## config.mk

```make
export PLATFORM = sky130hd
export DESIGN_NAME = signed_vlq_codec_flat
export DESIGN_NICKNAME = d
export VERILOG_FILES = /design/src/design/svlq_pkg.sv /design/src/design/svlq_if.sv /design/src/design/signed_vlq_codec.sv /design/src/flat_wrapper.sv
export VERILOG_INCLUDE_DIRS = /design/src /design/src/design
export SDC_FILE = /design/constraint.sdc
export NUM_CORES = 1
export LEC_CHECK = 0
export BUFFER_PORTS_ARGS = -buffer_cell sky130_fd_sc_hd__buf_2
export CAP_MARGIN = 30
export CORE_UTILIZATION = 60
export CTS_BUF_LIST = sky130_fd_sc_hd__clkbuf_4 sky130_fd_sc_hd__clkbuf_8
export DETAILED_ROUTE_END_ITERATION = 10
export PLACE_DENSITY = 0.95
export SYNTH_ARGS = -nofsm -noshare
export SYNTH_HDL_FRONTEND = slang
export SYNTH_SLANG_ARGS = --single-unit
export TNS_END_PERCENT = 50
```

## constraint.sdc

```tcl
create_clock -name clk_i -period 4.6 [get_ports clk_i]
set_input_delay 1.15 -clock clk_i [delete_from_list [all_inputs] [get_ports clk_i]]
set_output_delay 1.15 -clock clk_i [all_outputs]
set_load 0.01 [all_outputs]
```

## src/design/signed_vlq_codec_defines.svh

```systemverilog
// Assertion macros used by the signed VLQ codec module.
`ifndef SIGNED_VLQ_CODEC_DEFINES_SVH
`define SIGNED_VLQ_CODEC_DEFINES_SVH

// Checked on every rising clock edge while reset is released.
`define SVLQ_ASSERT(name, clk, rst_n, prop) \
  name: assert property (@(posedge clk) disable iff (!(rst_n)) (prop)) \
    else $error("signed_vlq_codec assertion failed");

// Checked on every rising clock edge, during reset as well.
`define SVLQ_ASSERT_ALWAYS(name, clk, prop) \
  name: assert property (@(posedge clk) (prop)) \
    else $error("signed_vlq_codec assertion failed");

`endif

```

## src/design/svlq_pkg.sv

```systemverilog
// Package with the types, constants and helpers of the signed VLQ codec.
`timescale 1ns / 1ps
package svlq_pkg;

  typedef enum logic {
    OP_ENCODE = 1'b0,
    OP_DECODE = 1'b1
  } op_e;

  localparam int unsigned ValueWidth = 32;
  localparam int unsigned ByteWidth  = 8;
  localparam int unsigned GroupWidth = 7;

  // Signed range limits for one to four byte encodings.
  localparam logic signed [ValueWidth-1:0] Hi1 = 32'sd96;
  localparam logic signed [ValueWidth-1:0] Lo1 = -32'sd32;
  localparam logic signed [ValueWidth-1:0] Hi2 = 32'sd12288;
  localparam logic signed [ValueWidth-1:0] Lo2 = -32'sd4096;
  localparam logic signed [ValueWidth-1:0] Hi3 = 32'sd1572864;
  localparam logic signed [ValueWidth-1:0] Lo3 = -32'sd524288;
  localparam logic signed [ValueWidth-1:0] Hi4 = 32'sd201326592;
  localparam logic signed [ValueWidth-1:0] Lo4 = -32'sd67108864;

  localparam logic [2:0] MaxRemain = 3'd4;

  typedef logic [ValueWidth-1:0] value_t;
  typedef logic [ByteWidth-1:0]  byte_t;
  typedef logic [2:0]            remain_t;

  // Number of bytes that follow the first one for a given value.
  function automatic remain_t bytes_after_first(input value_t v);
    logic signed [ValueWidth-1:0] sv;
    remain_t                      r;
    sv = $signed(v);
    if (sv < Hi1 && sv >= Lo1) begin
      r = 3'd0;
    end else if (sv < Hi2 && sv >= Lo2) begin
      r = 3'd1;
    end else if (sv < Hi3 && sv >= Lo3) begin
      r = 3'd2;
    end else if (sv < Hi4 && sv >= Lo4) begin
      r = 3'd3;
    end else begin
      r = MaxRemain;
    end
    return r;
  endfunction

endpackage

```

## src/design/svlq_if.sv

```systemverilog
// Valid/ready channel interfaces for the input and result items of the codec.
`timescale 1ns / 1ps
interface svlq_in_if;
  logic                          valid;
  logic                          ready;
  svlq_pkg::op_e                 op;
  logic [svlq_pkg::ValueWidth-1:0] value;
  logic [svlq_pkg::ByteWidth-1:0]  in_byte;

  modport source (output valid, output op, output value, output in_byte, input ready);
  modport sink   (input valid, input op, input value, input in_byte, output ready);
endinterface

interface svlq_out_if;
  logic                          valid;
  logic                          ready;
  logic [svlq_pkg::ByteWidth-1:0]  out_byte;
  logic [svlq_pkg::ValueWidth-1:0] out_value;
  logic                          last;

  modport source (output valid, output out_byte, output out_value, output last, input ready);
  modport sink   (input valid, input out_byte, input out_value, input last, output ready);
endinterface

```

## src/design/signed_vlq_codec.sv

```systemverilog
// An item in the item register reaches the port through the output register; a decode byte
// with the continuation flag set only updates the decoder state. An encode item holds the item
// register until all of its bytes, one to five, are emitted by the single byte emitter.
// The output register lets a new item enter while a finished result waits.
// Reset (asynchronous, active low) empties both registers and clears the decoder state.
// Decoder state survives encode items, so encodes may be interleaved with a decode.
`timescale 1ns / 1ps
`include "signed_vlq_codec_defines.svh"
module signed_vlq_codec (
  input  logic       clk_i,
  input  logic       rst_ni,
  svlq_in_if.sink    in_i,
  svlq_out_if.source out_o
);
  import svlq_pkg::*;

  logic    hold_valid_q, hold_valid_d;
  op_e     hold_op_q, hold_op_d;
  value_t  hold_value_q, hold_value_d;
  byte_t   hold_byte_q, hold_byte_d;
  remain_t rem_q, rem_d;

  value_t  acc_q, acc_d;
  logic    mid_q, mid_d;

  logic    out_valid_q, out_valid_d;
  byte_t   out_byte_q, out_byte_d;
  value_t  out_value_q, out_value_d;
  logic    out_last_q, out_last_d;

  logic    out_free;
  logic    step;
  logic    item_done;
  logic    take;
  logic    ext;
  value_t  dec_value;
  logic [GroupWidth-1:0] group;

  assign out_free = !out_valid_q || out_o.ready;
  assign step     = hold_valid_q &&
                    (out_free || (hold_op_q == OP_DECODE && hold_byte_q[ByteWidth-1]));
  assign item_done = (hold_op_q == OP_DECODE) || (rem_q == 3'd0);
  assign in_i.ready = !hold_valid_q || (step && item_done);
  assign take = in_i.valid && in_i.ready;

  assign ext       = hold_byte_q[6] & hold_byte_q[5];
  assign dec_value = mid_q ? {acc_q[ValueWidth-GroupWidth-1:0], hold_byte_q[GroupWidth-1:0]}
                           : {{(ValueWidth-GroupWidth){ext}}, hold_byte_q[GroupWidth-1:0]};

  always_comb begin
    case (rem_q)
      3'd0:    group = hold_value_q[6:0];
      3'd1:    group = hold_value_q[13:7];
      3'd2:    group = hold_value_q[20:14];
      3'd3:    group = hold_value_q[27:21];
      3'd4:    group = {3'b000, hold_value_q[31:28]};
      default: group = '0;
    endcase
  end

  always_comb begin
    hold_valid_d = hold_valid_q;
    hold_op_d    = hold_op_q;
    hold_value_d = hold_value_q;
    hold_byte_d  = hold_byte_q;
    rem_d        = rem_q;
    acc_d        = acc_q;
    mid_d        = mid_q;
    out_valid_d  = out_valid_q && !out_o.ready;
    out_byte_d   = out_byte_q;
    out_value_d  = out_value_q;
    out_last_d   = out_last_q;

    if (step) begin
      if (hold_op_q == OP_DECODE) begin
        if (hold_byte_q[ByteWidth-1]) begin
          acc_d = dec_value;
          mid_d = 1'b1;
        end else begin
          acc_d       = '0;
          mid_d       = 1'b0;
          out_valid_d = 1'b1;
          out_byte_d  = '0;
          out_value_d = dec_value;
          out_last_d  = 1'b1;
        end
      end else begin
        out_valid_d = 1'b1;
        out_byte_d  = {(rem_q != 3'd0), group};
        out_value_d = '0;
        out_last_d  = (rem_q == 3'd0);
        rem_d       = rem_q - 3'd1;
      end
      if (item_done) begin
        hold_valid_d = 1'b0;
      end
    end

    if (take) begin
      hold_valid_d = 1'b1;
      hold_op_d    = in_i.op;
      hold_value_d = in_i.value;
      hold_byte_d  = in_i.in_byte;
      rem_d        = bytes_after_first(in_i.value);
    end
  end

  always_ff @(posedge clk_i or negedge rst_ni) begin
    if (!rst_ni) begin
      hold_valid_q <= 1'b0;
      acc_q        <= '0;
      mid_q        <= 1'b0;
      out_valid_q  <= 1'b0;
    end else begin
      hold_valid_q <= hold_valid_d;
      acc_q        <= acc_d;
      mid_q        <= mid_d;
      out_valid_q  <= out_valid_d;
    end
  end

  always_ff @(posedge clk_i) begin
    hold_op_q    <= hold_op_d;
    hold_value_q <= hold_value_d;
    hold_byte_q  <= hold_byte_d;
    rem_q        <= rem_d;
    out_byte_q   <= out_byte_d;
    out_value_q  <= out_value_d;
    out_last_q   <= out_last_d;
  end

  assign out_o.valid     = out_valid_q;
  assign out_o.out_byte  = out_byte_q;
  assign out_o.out_value = out_value_q;
  assign out_o.last      = out_last_q;

  `SVLQ_ASSERT(a_rem_range, clk_i, rst_ni,
      hold_valid_q && hold_op_q == OP_ENCODE |-> rem_q <= MaxRemain)
  `SVLQ_ASSERT(a_busy_blocks_input, clk_i, rst_ni,
      hold_valid_q && !(step && item_done) |-> !in_i.ready)
  `SVLQ_ASSERT(a_continuation_flag, clk_i, rst_ni,
      out_valid_q && !out_last_q |-> out_byte_q[ByteWidth-1])
  `SVLQ_ASSERT(a_decode_clears_state, clk_i, rst_ni,
      step && hold_op_q == OP_DECODE && !hold_byte_q[ByteWidth-1]
      |=> !mid_q && acc_q == '0)
  `SVLQ_ASSERT_ALWAYS(a_reset_empty, clk_i,
      !rst_ni |=> !out_valid_q && !hold_valid_q)

endmodule
```

## src/flat_wrapper.sv

```systemverilog
// flat-port wrapper written by rule: the top's interface ports become plain ports
module signed_vlq_codec_flat import svlq_pkg::*;
  (clk_i, rst_ni, in_i_valid, in_i_op, in_i_value, in_i_in_byte, in_i_ready, out_o_valid, out_o_out_byte, out_o_out_value, out_o_last, out_o_ready);
  svlq_in_if in_i_i ();
  svlq_out_if out_o_i ();
  input  logic clk_i;
  input  logic rst_ni;
  input wire logic [$bits(in_i_i.valid)-1:0] in_i_valid;
  input wire logic [$bits(in_i_i.op)-1:0] in_i_op;
  input wire logic [$bits(in_i_i.value)-1:0] in_i_value;
  input wire logic [$bits(in_i_i.in_byte)-1:0] in_i_in_byte;
  output wire logic [$bits(in_i_i.ready)-1:0] in_i_ready;
  output wire logic [$bits(out_o_i.valid)-1:0] out_o_valid;
  output wire logic [$bits(out_o_i.out_byte)-1:0] out_o_out_byte;
  output wire logic [$bits(out_o_i.out_value)-1:0] out_o_out_value;
  output wire logic [$bits(out_o_i.last)-1:0] out_o_last;
  input wire logic [$bits(out_o_i.ready)-1:0] out_o_ready;
  assign in_i_i.valid = in_i_valid;
  assign in_i_i.op = in_i_op;
  assign in_i_i.value = in_i_value;
  assign in_i_i.in_byte = in_i_in_byte;
  assign in_i_ready = in_i_i.ready;
  assign out_o_valid = out_o_i.valid;
  assign out_o_out_byte = out_o_i.out_byte;
  assign out_o_out_value = out_o_i.out_value;
  assign out_o_last = out_o_i.last;
  assign out_o_i.ready = out_o_ready;
  signed_vlq_codec u_core (.clk_i(clk_i), .rst_ni(rst_ni), .in_i(in_i_i), .out_o(out_o_i));
endmodule
```

==> out/metrics.yaml <==
status: "finished clean"
initial_utilization_pct: 61.72
cts_max_level: 4
worst_setup_path_end_kind: "output port"
detail_route.first_pass.iterations: 6
path_class: "reg2out"
hpwlAfterDp_um: 6168
syn_avg_cell_area_sq_um: 13.74
wire_per_inst_um: 17.29
dieHeight_um: 88.15
synth_edf_count: 85
detailedPlace.worstSlack_ns: 1.393
met3_usage_pct: 8.011
critical_path_arrival_ns: 2.54
synth_top_area_cell: "sky130_fd_sc_hd__edfxtp_1"
finalWirelength_um: 9148
final-instance-count-excl-fill: 529
synth_top_cell_area_share_pct: 57.32
cts_buffers: 17
syn_inst: 324
globalRoute.busiestLayer: "met2"
final_layout_size_suffix_gt1_share_pct: 31.40
io-pin-count: 88
fin_ws_ns: 0.9097
first_global_vias: 2960
postLayoutCoreUtil_pct: 75.41
dieWidth_um: 88.15
post_cts_resized: 0
fin_crit_sh_pct: 80.22
use_met1_pct: 31.10
top_area_cells_in_the_synthesized_netlist: "sky130_fd_sc_hd__edfxtp_1 (57%), sky130_fd_sc_hd__dfrtp_1 (16%), sky130_fd_sc_hd__a21oi_1 (3.3%)"
max_cap_viol_count: 0
final-setup-viol-count: 0
rd_place_congestion: 0.8705
cts_tree: "done"
holdBufCountCts: 0
totalNegativeSetupSlack_ns: 0
critical_path_peak_fanout: 9
global_route_wire_length_before_repair_um: 14360
fin_crit_ns: 3.690
synth.lib_cells_used.distinct: 43
placementRows: 31
cts.sink_count: 113
power-per-cell-area_nw_per_um2: 573.9
track_usage_pct: 26.22
synth-seq-area-share_pct: 73.05
p_leak_nw: 2.195
timing.fmax_ghz: 0.2710
port_buffers: 87
place.detailed.instances: 497
drt_first_iter_violations: 250
worst_vdd_drop_uv: 288.3
clock_tree.root_cell: "sky130_fd_sc_hd__clkbuf_8"
worst-endpoint-required_ns: 3.45
clock_insertion_delay_worst_skew_ns: 0.42
design.die.area_sq_um: 7770
hold_class: "reg2reg"
synth-async-reset-ratio_pct: 24.78
antenna_left: 0
drt_drc_violations_left: 0
report.final.slew_viol_count: 0
vias_per_cell: 5.871
cts_setup_buffers: 0
synth_fp_nets: 374
vias: 3106
finish.net_count: 467
fillCellCount: 441
synthFlopType: "sky130_fd_sc_hd__edfxtp_1"
rsz_0062_raised_after_global_routing: "no"
crit_path_start_kind: "flip-flop"
layout-area-overhead-vs-synth_pct: 22.17
antennaDiodeCount: 0
slew_headroom_pct: 40.00
fin_skew_ns: 0.01148
use_met2_pct: 44.19
area_of_the_mapped_netlist_sq_um: 4453
cts_max_path_buffers: 2
total_power_mw: 3.122
grt_start_max_net_pins: 29
final_hold_viol_count: 0
timing_worst_slew_pin_value_ns: 0.9000
ys.warnings.count: 0
core_area_sq_um: 7214
synth-seq-cells: 113
overflow: 0
antenna_found_initial: 0
cts_clock_pin_slew_for_the_worst_setup_and_hold_paths_ns: 0.07
[worst paths after layout]
kind	start	endpoint	slack, ns	cells past startpoint
setup / recovery	u_core.rem_q[0]$_DFFE_PP_	in_i_ready	0.91	6
hold / removal	u_core.acc_q[14]$_DFFE_PN0P_	u_core.acc_q[14]$_DFFE_PN0P_	0.49	2
setup reg to reg	u_core.rem_q[0]$_DFFE_PP_	u_core.hold_value_q[9]$_DFFE_PP_	1.40	6
hold reg to reg	u_core.acc_q[14]$_DFFE_PN0P_	u_core.acc_q[14]$_DFFE_PN0P_	0.49	2
max in group asynchronous	rst_ni	u_core.acc_q[7]$_DFFE_PN0P_	3.45	1
min in group asynchronous	rst_ni	u_core.acc_q[4]$_DFFE_PN0P_	0.74	1
[cell type report]
class	instances	area, sq um	share of cell area [%]
inverter	6	22.52	0.4140
timing repair buffer	91	485.5	8.924
clock buffer	19	255.2	4.692
tap	99	123.9	2.277
sequential	113	3253	59.80
multi-input combinational	188	1114	20.47
clock inverter	13	186.4	3.427
[per-layer routing]
layer	wire [um]	share of wire, %
met5	0	0
met4	137	1.5
met3	615	6.7
met2	4838	53
met1	3557	39
[cells in the final DEF, fill, tap and decap left out, drive strengths merged]
cell type  synthesis  final
o22ai              3      3
o21bai             1      1
a22oi             10     10
o32ai              1      1
dfrtp             28     28
nor4               2      2
clkbuf            12     19
or4                4      4
o21ai             21     21
a32o               1      1
a21oi             30     30
inv                6      6
a32oi              4      4
nor2              31     31
mux2               1      1
nor3               3      3
o211ai             1      1
a211oi             1      1
clkinv             0      8
nand2             31     31
ha                 5      5
nand3              6      6
buf                5     91
and3               1      1
nor2b              4      4
or3                1      1
and2               8      8
xnor2              1      1
nand4              4      4
a31oi              4      4
a22o               7      7
edfxtp            85     85
nand2b             1      1
o41ai              1      1
bufinv             0      4
clkinvlp           0      1
[where the power goes]
part	internal, mW	leakage [nW]	switching, mW	total, mW
clock	0.611	0.223	0.396	1.01
combinational	0.222	0.775	0.382	0.604
sequential	1.37	1.20	0.137	1.51
[worst max-delay path: stages, from the launching register on]
cell and delay [ns]:
sky130_fd_sc_hd__edfxtp_1 0.46, sky130_fd_sc_hd__inv_1 0.17, sky130_fd_sc_hd__ha_1 0.29, sky130_fd_sc_hd__nor2b_1 0.64, sky130_fd_sc_hd__a21oi_2 0.18, sky130_fd_sc_hd__o21ai_1 0.22, sky130_fd_sc_hd__buf_2 0.16
[metrics by stage]
| step | area (sq um) | hold slack [ns] |
|---|---|---|
| final | 5440 | 0.4897 |
| after global routing | 5440 | 0.5239 |
| after CTS | 5440 | 0.4892 |
| after detailed placement | 4999 | 0.4719 |
| after global placement | 4971 | 0.4641 |
| after floorplan | 4453 | 0.4501 |
[state kept, by name (all words and copies together), names as in the netlist]
signal	count
u_core.hold_value_q	32
u_core.out_o.out_value	32
u_core.acc_q	25
u_core.hold_byte_q	8
u_core.out_o.out_byte	8
u_core.rem_q	3
u_core.hold_op_q	1
u_core.hold_valid_q	1
u_core.mid_q	1
u_core.out_o.last	1
u_core.out_o.valid	1
[logic make-up after synthesis]
family	after synthesis	share of synthesized area (%)
AND/OR/NAND/NOR	96	10.54
buffers and inverters	23	2.107
adder cells (fa/ha/maj)	5	1.405
XOR/XNOR	1	0.1967
AO/OA/AOI/OAI	85	12.36
multiplexers	1	0.3371
flip-flops	113	73.05
[Yosys cell counts (2+ instances only)]
| cell | number |
|---|---|
| sky130_fd_sc_hd__or4_1 | 2 |
| sky130_fd_sc_hd__nor2b_1 | 4 |
| sky130_fd_sc_hd__or4_4 | 2 |
| sky130_fd_sc_hd__o21ai_0 | 20 |
| sky130_fd_sc_hd__a32oi_1 | 4 |
| sky130_fd_sc_hd__nand3_1 | 5 |
| sky130_fd_sc_hd__a21oi_1 | 29 |
| sky130_fd_sc_hd__nor3_1 | 2 |
| sky130_fd_sc_hd__buf_2 | 3 |
| sky130_fd_sc_hd__inv_1 | 5 |
| sky130_fd_sc_hd__nand2_1 | 31 |
| sky130_fd_sc_hd__a22o_1 | 7 |
| sky130_fd_sc_hd__dfrtp_1 | 28 |
| sky130_fd_sc_hd__edfxtp_1 | 85 |
| sky130_fd_sc_hd__nor2_1 | 31 |
| sky130_fd_sc_hd__o22ai_1 | 2 |
| sky130_fd_sc_hd__ha_1 | 5 |
| sky130_fd_sc_hd__a22oi_1 | 10 |
| sky130_fd_sc_hd__a31oi_1 | 4 |
| sky130_fd_sc_hd__and2_1 | 8 |
| sky130_fd_sc_hd__clkbuf_1 | 12 |
| sky130_fd_sc_hd__nand4_1 | 4 |
(Power assumes the default switching activity.)
